`config.mk`:
```
export PLATFORM = sky130hd
export DESIGN_NAME = multiprecision_squarer
export DESIGN_NICKNAME = d
export VERILOG_FILES = /design/src/sv/mpsq_pkg.sv /design/src/sv/mpsq_mac.sv /design/src/sv/multiprecision_squarer.sv
export SDC_FILE = /design/constraint.sdc
export NUM_CORES = 2
export LEC_CHECK = 0
export BUFFER_PORTS_ARGS = -buffer_cell sky130_fd_sc_hd__buf_4
export CAP_MARGIN = 20
export CORE_ASPECT_RATIO = 1.75
export CORE_UTILIZATION = 52
export CTS_BUF_LIST = sky130_fd_sc_hd__clkbuf_2
export DETAILED_ROUTE_END_ITERATION = 10
export PLACE_DENSITY = 0.72
export SLEW_MARGIN = 20
export SYNTH_ARGS = -nofsm -noshare
export SYNTH_HDL_FRONTEND = slang
export SYNTH_SLANG_ARGS = --single-unit
```
`constraint.sdc`:
```
create_clock -name clock -period 18 [get_ports clock]
set_input_delay 2.7 -clock clock [delete_from_list [all_inputs] [get_ports clock]]
set_output_delay 2.7 -clock clock [all_outputs]
set_load 0.02 [all_outputs]
```
`src/sv/mpsq_pkg.sv`:
```
// ----------------------------------------------------------------------------
// mpsq_pkg: shared types and constants for the multiprecision squarer
// Holds the sequencer state type, the control word that travels down the
// multiply-accumulate pipeline, and the fixed port widths.
// ----------------------------------------------------------------------------
`default_nettype none

package mpsq_pkg;

   // Fixed widths of the request and result ports.
   localparam int REQ_LIMB_W = 32;
   localparam int REQ_SIGN_W = 2;
   localparam int RSP_LIMB_W = 32;

   // A limb is split into at most two multiplier digits of up to 32 bits.
   localparam int MUL_DIG_W = 32;

   typedef enum logic [1:0] {
      ST_LOAD,
      ST_ISSUE,
      ST_EOC,
      ST_DRAIN
   } mpsq_state_type;

   // One pipeline slot: either a partial product or an end-of-column token.
   typedef struct packed {
      logic valid;
      logic dbl;    // cross product, counted twice
      logic eoc;    // end of column: emit the low limb and shift
      logic last;   // final column of the square
      logic da;     // digit select of the first operand
      logic db;     // digit select of the second operand
   } mpsq_ctrl_type;

endpackage : mpsq_pkg

`default_nettype wire

```
`src/sv/mpsq_mac.sv`:
```
// ----------------------------------------------------------------------------
// mpsq_mac: shared multiplier and column accumulator
// Multiplies one digit pair per cycle, adds it into the column accumulator
// at its weight, and on an end-of-column token emits the low limb.
// ----------------------------------------------------------------------------
`default_nettype none

module mpsq_mac
   import mpsq_pkg::*;
#(
   parameter int LIMB_BITS = 32
) (
   input  wire logic                  clock,
   input  wire logic                  reset,
   input  wire mpsq_ctrl_type         ctrl,
   input  wire logic [LIMB_BITS-1:0]  op_a,
   input  wire logic [LIMB_BITS-1:0]  op_b,
   output logic                       done,
   output logic                       rsp_strobe,
   output logic [RSP_LIMB_W-1:0]      rsp_result_limb,
   output logic                       rsp_result_last
);

   localparam int NUM_DIG = (LIMB_BITS + MUL_DIG_W - 1) / MUL_DIG_W;
   localparam int DIG_W   = (LIMB_BITS + NUM_DIG - 1) / NUM_DIG;
   localparam int PROD_W  = 2 * DIG_W;
   localparam int SH_W    = $clog2(2 * DIG_W + 2);
   // A column holds its doubled products plus the carry in, with eight bits of headroom above two limbs.
   localparam int ACC_W   = 2 * LIMB_BITS + 8;

   logic [DIG_W-1:0]      dig_a;
   logic [DIG_W-1:0]      dig_b;
   logic [SH_W-1:0]       shamt;

   logic [PROD_W-1:0]     prod_ff;
   logic [SH_W-1:0]       shamt_ff;
   logic                  valid_ff;
   logic                  eoc_ff;
   logic                  last_ff;

   logic [ACC_W-1:0]      acc_ff;
   logic [ACC_W-1:0]      acc_in;
   logic                  strobe_ff;
   logic [RSP_LIMB_W-1:0] limb_ff;
   logic                  rlast_ff;

   // Multiply stage.
   always_comb begin
      dig_a = ctrl.da ? DIG_W'(op_a >> DIG_W) : DIG_W'(op_a);
      dig_b = ctrl.db ? DIG_W'(op_b >> DIG_W) : DIG_W'(op_b);
      shamt = SH_W'(ctrl.da ? DIG_W : 0) + SH_W'(ctrl.db ? DIG_W : 0) + SH_W'(ctrl.dbl);
   end

   always_ff @(posedge clock) begin
      if (reset) begin
         valid_ff <= 1'b0;
      end else begin
         valid_ff <= ctrl.valid;
      end
      eoc_ff   <= ctrl.eoc;
      last_ff  <= ctrl.last;
      prod_ff  <= PROD_W'(dig_a) * PROD_W'(dig_b);
      shamt_ff <= shamt;
   end

   // Accumulate stage.
   always_comb begin
      acc_in = acc_ff;
      if (valid_ff) begin
         if (eoc_ff) begin
            acc_in = acc_ff >> LIMB_BITS;
         end else begin
            acc_in = acc_ff + (ACC_W'(prod_ff) << shamt_ff);
         end
      end
   end

   always_ff @(posedge clock) begin
      if (reset) begin
         acc_ff    <= '0;
         strobe_ff <= 1'b0;
      end else begin
         acc_ff    <= acc_in;
         strobe_ff <= valid_ff & eoc_ff;
      end
      limb_ff  <= RSP_LIMB_W'(acc_ff[LIMB_BITS-1:0]);
      rlast_ff <= last_ff;
   end

   assign done            = valid_ff & eoc_ff & last_ff;
   assign rsp_strobe      = strobe_ff;
   assign rsp_result_limb = limb_ff;
   assign rsp_result_last = rlast_ff;

endmodule : mpsq_mac

`default_nettype wire

```
`src/sv/multiprecision_squarer.sv`:
```
// ----------------------------------------------------------------------------
// multiprecision_squarer: schoolbook squaring of a multi-limb integer
// Collects operand limbs, then forms the exact square column by column on
// one shared multiplier and streams out the result limbs.
// ----------------------------------------------------------------------------
// Usage. Operand limbs arrive as requests on req_limb, least significant
// first, one per cycle if desired; a request is taken when start is high and
// busy is low. The request with req_is_last set closes the operand and its
// req_sign gives the sign. Limbs beyond MAX_LIMBS are dropped and flagged on
// rsp_overflow of the whole result run.
// After the last request busy rises and the square is formed by product
// scanning: for each result column every digit product x[i]*x[j], i <= j,
// goes through the one multiplier (cross products counted twice), then a
// column token emits the low limb of the accumulator and shifts it down.
// With n limbs and D multiplier digits per limb (D is 1 up to 32-bit limbs,
// 2 above) the closing request is followed by D*D*n*(n+1)/2 digit products
// and 2n column tokens, one digit product or column token per cycle, through
// the multiply and accumulate stages. The 2n result limbs appear
// on rsp_result_limb, each for one cycle with rsp_strobe, with
// rsp_result_last on the final one. The receiver cannot stall the block.
// busy falls with the last result, and new requests may follow at once.
// Reset clears the state, limb count, pending overflow flag and pipeline.
// ----------------------------------------------------------------------------
`default_nettype none

module multiprecision_squarer
   import mpsq_pkg::*;
#(
   parameter int LIMB_BITS = 32,
   parameter int MAX_LIMBS = 32
) (
   input  wire logic                          clock,
   input  wire logic                          reset,
   input  wire logic                          start,
   output logic                               busy,
   input  wire logic [REQ_LIMB_W-1:0]         req_limb,
   input  wire logic                          req_is_last,
   input  wire logic signed [REQ_SIGN_W-1:0]  req_sign,
   output logic                               rsp_strobe,
   output logic [RSP_LIMB_W-1:0]              rsp_result_limb,
   output logic                               rsp_result_last,
   output logic                               rsp_result_sign,
   output logic                               rsp_overflow
);

   localparam int NUM_DIG = (LIMB_BITS + MUL_DIG_W - 1) / MUL_DIG_W;
   localparam int IDX_W   = (MAX_LIMBS > 1) ? $clog2(MAX_LIMBS) : 1;
   localparam int CNT_W   = $clog2(MAX_LIMBS + 1);
   localparam int COL_W   = (MAX_LIMBS > 1) ? $clog2(2 * MAX_LIMBS) : 1;

   // Sequencer and run state.
   mpsq_state_type      state_ff, state_in;
   logic [CNT_W-1:0]    cnt_ff, cnt_in;
   logic                ovf_seen_ff, ovf_seen_in;
   logic [CNT_W-1:0]    n_ff, n_in;
   logic                run_sign_ff, run_sign_in;
   logic                run_ovf_ff, run_ovf_in;
   logic [COL_W-1:0]    k_ff, k_in;
   logic [IDX_W-1:0]    i_ff, i_in;
   logic [IDX_W-1:0]    j_ff, j_in;
   logic                da_ff, da_in;
   logic                db_ff, db_in;

   // Operand store and the read stage in front of the multiplier.
   logic [LIMB_BITS-1:0] opstore_mem [MAX_LIMBS];
   logic                 wr_en;
   logic [LIMB_BITS-1:0] rd_a_ff;
   logic [LIMB_BITS-1:0] rd_b_ff;
   mpsq_ctrl_type        issue;
   mpsq_ctrl_type        ctrl_ff;

   // Helpers for the column walk.
   logic [CNT_W-1:0]    cnt_next;
   logic                ovf_now;
   logic [COL_W:0]      col_nx;
   logic [COL_W:0]      ilo_nx;
   logic [COL_W:0]      top_m1;
   logic                col_last;
   logic                pair_more;
   logic                mac_done;

   always_comb begin
      col_nx    = {1'b0, k_ff} + (COL_W+1)'(1);
      ilo_nx    = (col_nx < (COL_W+1)'(n_ff)) ? '0
                                              : col_nx - (COL_W+1)'(n_ff) + (COL_W+1)'(1);
      top_m1    = (COL_W+1)'({n_ff, 1'b0}) - (COL_W+1)'(1);
      col_last  = ({1'b0, k_ff} == top_m1);
      // Another pair (i+1, j-1) exists in this column while i+1 <= j-1.
      pair_more = ((IDX_W+1)'(i_ff) + (IDX_W+1)'(1)) < (IDX_W+1)'(j_ff);
   end

   always_ff @(posedge clock) begin
      if (reset) begin
         state_ff    <= ST_LOAD;
         cnt_ff      <= '0;
         ovf_seen_ff <= 1'b0;
      end else begin
         state_ff    <= state_in;
         cnt_ff      <= cnt_in;
         ovf_seen_ff <= ovf_seen_in;
      end
      n_ff        <= n_in;
      run_sign_ff <= run_sign_in;
      run_ovf_ff  <= run_ovf_in;
      k_ff        <= k_in;
      i_ff        <= i_in;
      j_ff        <= j_in;
      da_ff       <= da_in;
      db_ff       <= db_in;
   end

   always_comb begin
      state_in    = state_ff;
      cnt_in      = cnt_ff;
      ovf_seen_in = ovf_seen_ff;
      n_in        = n_ff;
      run_sign_in = run_sign_ff;
      run_ovf_in  = run_ovf_ff;
      k_in        = k_ff;
      i_in        = i_ff;
      j_in        = j_ff;
      da_in       = da_ff;
      db_in       = db_ff;
      issue       = '0;
      wr_en       = 1'b0;
      cnt_next    = cnt_ff;
      ovf_now     = 1'b0;

      unique case (state_ff)
         ST_LOAD: begin
            if (start) begin
               if (cnt_ff < CNT_W'(MAX_LIMBS)) begin
                  wr_en    = 1'b1;
                  cnt_next = cnt_ff + CNT_W'(1);
               end else begin
                  ovf_now = 1'b1;
               end
               if (req_is_last) begin
                  n_in        = cnt_next;
                  cnt_in      = '0;
                  ovf_seen_in = 1'b0;
                  run_ovf_in  = ovf_seen_ff | ovf_now;
                  run_sign_in = (req_sign != '0);
                  k_in        = '0;
                  i_in        = '0;
                  j_in        = '0;
                  da_in       = 1'b0;
                  db_in       = 1'b0;
                  state_in    = ST_ISSUE;
               end else begin
                  cnt_in      = cnt_next;
                  ovf_seen_in = ovf_seen_ff | ovf_now;
               end
            end
         end
         ST_ISSUE: begin
            issue.valid = 1'b1;
            issue.dbl   = (i_ff != j_ff);
            issue.da    = da_ff;
            issue.db    = db_ff;
            if (db_ff != 1'(NUM_DIG - 1)) begin
               db_in = ~db_ff;
            end else begin
               db_in = 1'b0;
               if (da_ff != 1'(NUM_DIG - 1)) begin
                  da_in = ~da_ff;
               end else begin
                  da_in = 1'b0;
                  if (pair_more) begin
                     i_in = i_ff + IDX_W'(1);
                     j_in = j_ff - IDX_W'(1);
                  end else begin
                     state_in = ST_EOC;
                  end
               end
            end
         end
         ST_EOC: begin
            issue.valid = 1'b1;
            issue.eoc   = 1'b1;
            issue.last  = col_last;
            if (col_last) begin
               state_in = ST_DRAIN;
            end else begin
               k_in = COL_W'(col_nx);
               i_in = IDX_W'(ilo_nx);
               j_in = IDX_W'(col_nx - ilo_nx);
               // The top column has no products, only its token.
               if (col_nx != top_m1) begin
                  state_in = ST_ISSUE;
               end
            end
         end
         ST_DRAIN: begin
            if (mac_done) begin
               state_in = ST_LOAD;
            end
         end
         default: begin
            state_in = ST_LOAD;
         end
      endcase
   end

   // Operand store: one write port, two registered read ports.
   always_ff @(posedge clock) begin
      if (wr_en) begin
         opstore_mem[cnt_ff[IDX_W-1:0]] <= LIMB_BITS'(req_limb);
      end
      rd_a_ff <= opstore_mem[i_ff];
      rd_b_ff <= opstore_mem[j_ff];
   end

   always_ff @(posedge clock) begin
      if (reset) begin
         ctrl_ff <= '0;
      end else begin
         ctrl_ff <= issue;
      end
   end

   mpsq_mac #(
      .LIMB_BITS (LIMB_BITS)
   ) u_mac (
      .clock           (clock),
      .reset           (reset),
      .ctrl            (ctrl_ff),
      .op_a            (rd_a_ff),
      .op_b            (rd_b_ff),
      .done            (mac_done),
      .rsp_strobe      (rsp_strobe),
      .rsp_result_limb (rsp_result_limb),
      .rsp_result_last (rsp_result_last)
   );

   assign busy            = (state_ff != ST_LOAD);
   assign rsp_result_sign = run_sign_ff;
   assign rsp_overflow    = run_ovf_ff;

   // A result only follows a cycle in which the block was squaring.
   a_rsp_in_run: assert property (@(posedge clock) disable iff (reset)
      rsp_strobe |-> $past(busy))
      else $error("result emitted outside a squaring run");

   // The last result ends the run: nothing follows it.
   a_last_ends: assert property (@(posedge clock) disable iff (reset)
      (rsp_strobe && rsp_result_last) |=> !rsp_strobe)
      else $error("result emitted after the last limb");

   // Products are only issued for pairs inside the operand, with i <= j.
   a_pair_ok: assert property (@(posedge clock) disable iff (reset)
      (state_ff == ST_ISSUE) |-> ((i_ff <= j_ff) && ((CNT_W+1)'(j_ff) < (CNT_W+1)'(n_ff))))
      else $error("product pair outside the operand");

   // A closing request always starts a squaring run.
   a_last_starts: assert property (@(posedge clock) disable iff (reset)
      (start && !busy && req_is_last) |=> busy)
      else $error("closing request did not start squaring");

endmodule : multiprecision_squarer

`default_nettype wire
```
==> load_flow_metrics.sql <==
INSERT INTO impl_metrics (metric_group, metric, value, unit) VALUES
('finish', 'commonest_cells_after_routing_fill_and_taps_aside', '1048 x sky130_fd_sc_hd__edfxtp_1, 904 x sky130_fd_sc_hd__inv_1, 900 x sky130_fd_sc_hd__fa_1', ''),
('clock_network', 'numClockSinks', '1299', ''),
('yosys', 'portion_of_synthesized_cell_area_occupied_by_the_leading_cell_type', '33.6', '%'),
('yosys', 'async_flop_share', '0', '%'),
('setup_path', 'setup.worst_path.start_class', 'register', ''),
('placement', 'globalplace.congestion', '0.955', ''),
('floorplan', 'die_span_y', '563', 'um'),
('setup_path', 'critical_path.most_common_cell', 'sky130_fd_sc_hd__fa_1', ''),
('drt', 'avgRoutedWirePerCell', '27.0', 'um'),
('placement', 'placedCellCount', '9645', ''),
('global_route', 'antenna_found_initial', '10', ''),
('finish', 'drive_gt1_share', '16.9', '%'),
('global_route', 'grt_met1_usage', '32.1', '%'),
('yosys', 'synth-seq-area-share', '39.0', '%'),
('floorplan', 'placeableCoreArea', '179000', 'um^2'),
('sta', 'setup_viol_count_final', '0', ''),
('sta', 'fmaxAchievable', '0.113', 'GHz'),
('drt', 'detail-route-antenna-nets', '0', ''),
('flow_run', 'drv_cap', '0', ''),
('clock_network', 'clk_pin_slew_worst_paths', '0.11', 'ns'),
('min_path', 'hold_depth', '0', ''),
('finish', 'fin_cells', '10200', ''),
('drt', 'first_pass_iters', '8', ''),
('floorplan', 'io_pins', '75', ''),
('clock_network', 'postCtsHoldBufs', '0', ''),
('sta', 'grt_setup_unrepaired', 'no', ''),
('sta', 'worstMarginPinSlew', '1.15', 'ns'),
('drt', 'drt-total-wl', '275000', 'um'),
('clock_network', 'clk-insertion-delay-late', '1.51', 'ns'),
('drt', 'drt-initial-drc-count', '5246', ''),
('floorplan', 'die-area', '182000', 'um^2'),
('clock_network', 'cts.path.max_buffers', '4', ''),
('yosys', 'yosysTopAreaCell', 'sky130_fd_sc_hd__edfxtp_1', ''),
('setup_path', 'crit_arrival', '10.08', 'ns'),
('sta', 'fin_tns_setup', '0', 'ns'),
('yosys', 'synth_area_per_cell', '12.4', 'um^2'),
('yosys', 'synthCells', '7537', ''),
('setup_path', 'criticalPathCategory', 'reg -> reg', ''),
('setup_path', 'crit_path_end_kind', 'register', ''),
('yosys', 'syn_area', '93600', 'um^2'),
('global_route', 'first_global_vias', '68700', ''),
('finish', 'fin_util', '55.7', '%'),
('global_route', 'global_route.peak_usage_layer', 'met2', ''),
('yosys', 'netlist-cell-type-count', '81', ''),
('drt', 'routed_via_density', '6.18', ''),
('run_status', 'outcome', 'completed', ''),
('yosys', 'synth_flop_cell', 'sky130_fd_sc_hd__edfxtp_1', ''),
('sta', 'finalHoldViolations', '0', ''),
('yosys', 'yosys_warnings', '0', ''),
('sta', 'finalMaxSlewViolations', '0', ''),
('setup_path', 'crit_path_top_delay_cell', 'sky130_fd_sc_hd__o21ai_1', ''),
('global_route', 'grt_util_all_layers', '30.8', '%'),
('yosys', 'netlist_top_cells_area', 'sky130_fd_sc_hd__edfxtp_1 34%, sky130_fd_sc_hd__fa_1 19%, sky130_fd_sc_hd__mux4_2 11%', ''),
('finish', 'area_growth_syn_to_layout', '6.32', '%'),
('clock_network', 'cts-root-buf', 'sky130_fd_sc_hd__clkbuf_2', ''),
('global_route', 'groute.layer.met3.usage', '5.27', '%'),
('clock_network', 'numCtsBuffers', '304', ''),
('clock_network', 'cts_repair_resize_count', '0', ''),
('min_path', 'worstHoldPathType', 'reg -> reg', ''),
('drt', 'drc_errors', '0', ''),
('setup_path', 'critical_path.max_fanout', '17', ''),
('floorplan', 'starting_density_of_the_core', '52.4', '%'),
('setup_path', 'max_stage_delay', '0.74', 'ns'),
('clock_network', 'htree_num_levels', '5', ''),
('floorplan', 'rows', '205', ''),
('setup_path', 'worstPathBufferInverterCount', '6', ''),
('finish', 'layout.cells.most_common', 'sky130_fd_sc_hd__edfxtp_1', ''),
('sta', 'relSlewSlack', '22.2', '%'),
('sta', 'timing.clock.skew', '0.260', 'ns'),
('clock_network', 'tritoncts_clock_tree', 'done', ''),
('sta', 'post-route-min-period', '8.85', 'ns');
==> per-stage QoR <==
stage | cell area [um^2] | setup WS [ns] | hold slack, ns
after global routing | 99500 | 8.73 | 0.345
after global placement | 96600 | 8.64 | 0.312
after floorplan | 93600 | 10.63 | 0.310
final | 99500 | 9.15 | 0.336
after CTS | 99400 | 8.87 | 0.332
after detailed placement | 96600 | 9.07 | 0.314
==> synthesized netlist by cell type, types with 16 or more instances <==
master,instances
sky130_fd_sc_hd__mux2i_1,197
sky130_fd_sc_hd__o211ai_1,24
sky130_fd_sc_hd__ha_1,360
sky130_fd_sc_hd__xor2_1,59
sky130_fd_sc_hd__and3_1,27
sky130_fd_sc_hd__nand4_1,16
sky130_fd_sc_hd__o22ai_1,37
sky130_fd_sc_hd__nand2_1,819
sky130_fd_sc_hd__edfxtp_1,1048
sky130_fd_sc_hd__a211oi_1,16
sky130_fd_sc_hd__buf_1,72
sky130_fd_sc_hd__fa_1,900
sky130_fd_sc_hd__clkbuf_1,381
sky130_fd_sc_hd__a21oi_1,238
sky130_fd_sc_hd__nor3_1,23
sky130_fd_sc_hd__nor2b_1,19
sky130_fd_sc_hd__a311oi_1,20
sky130_fd_sc_hd__mux4_2,448
sky130_fd_sc_hd__o221ai_1,98
sky130_fd_sc_hd__o21ai_0,205
sky130_fd_sc_hd__nand3_1,37
sky130_fd_sc_hd__and2_1,621
sky130_fd_sc_hd__dfxtp_1,251
sky130_fd_sc_hd__nor2_1,168
sky130_fd_sc_hd__a21o_1,97
sky130_fd_sc_hd__a31oi_1,17
sky130_fd_sc_hd__o21a_1,20
sky130_fd_sc_hd__xnor2_1,99
sky130_fd_sc_hd__inv_1,906
sky130_fd_sc_hd__o21bai_1,28
sky130_fd_sc_hd__mux2_2,127
==> layer usage <==
metal | wire [um] | vias to the layer above
met5 | 13 | -
met4 | 24300 | 2
met3 | 20400 | 1221
met2 | 143000 | 3291
met1 | 87400 | 32000
li1 | - | 26400
==> layout make-up <==
| type | count | area (um^2) |
|---|---|---|
| multi-input combinational | 4863 | 52100 |
| timing repair buffer | 196 | 1550 |
| clock inverter | 104 | 712 |
| tap | 2380 | 2980 |
| sequential | 1299 | 36500 |
| clock buffer | 426 | 2130 |
| antenna | 8 | 20.0 |
| fill | 14900 | 79100 |
| inverter | 908 | 3410 |
==> registers in the layout, summed over array words and instances, names as in the netlist, 2 cells and up <==
| signal | flops |
|---|---|
| ctrl_ff | 4 |
| u_mac.acc_ff | 72 |
| j_ff | 5 |
| rd_a_ff | 32 |
| k_ff | 6 |
| rd_b_ff | 32 |
| opstore_mem | 1024 |
| u_mac.rsp_result_limb | 32 |
| state_ff | 2 |
| n_ff | 6 |
| u_mac.prod_ff | 64 |
| i_ff | 5 |
| cnt_ff | 6 |
==> logic make-up (layout without fill, tap and decap cells) <==
family / Yosys count / count (layout) / synth area share, %
multiplexers: 772 / 772 / 14.4
other: 0 / 8 / 0
flip-flops: 1299 / 1299 / 39.0
adder cells (fa/ha/maj): 1260 / 1260 / 24.1
AND/OR/NAND/NOR: 1782 / 1782 / 9.26
AO/OA/AOI/OAI: 891 / 891 / 6.22
XOR/XNOR: 158 / 158 / 1.48
buffers and inverters: 1375 / 1634 / 5.54
==> path summary, 6_finish.rpt <==
check | endpoint | start | slack, ns
worst max-delay path | u_mac.prod_ff[62]$_DFF_P_ | rd_b_ff[8]$_DFF_P_ | 9.15
worst min-delay path | u_mac.shamt_ff[0]$_DFF_P_ | ctrl_ff[4]$_SDFF_PP0_ | 0.34
worst max register to register | u_mac.prod_ff[62]$_DFF_P_ | rd_b_ff[8]$_DFF_P_ | 9.15
worst min register to register | u_mac.shamt_ff[0]$_DFF_P_ | ctrl_ff[4]$_SDFF_PP0_ | 0.34
Power is not shown: default switching activity piles up to over one toggle a cycle in this logic, so the estimate is an artifact.
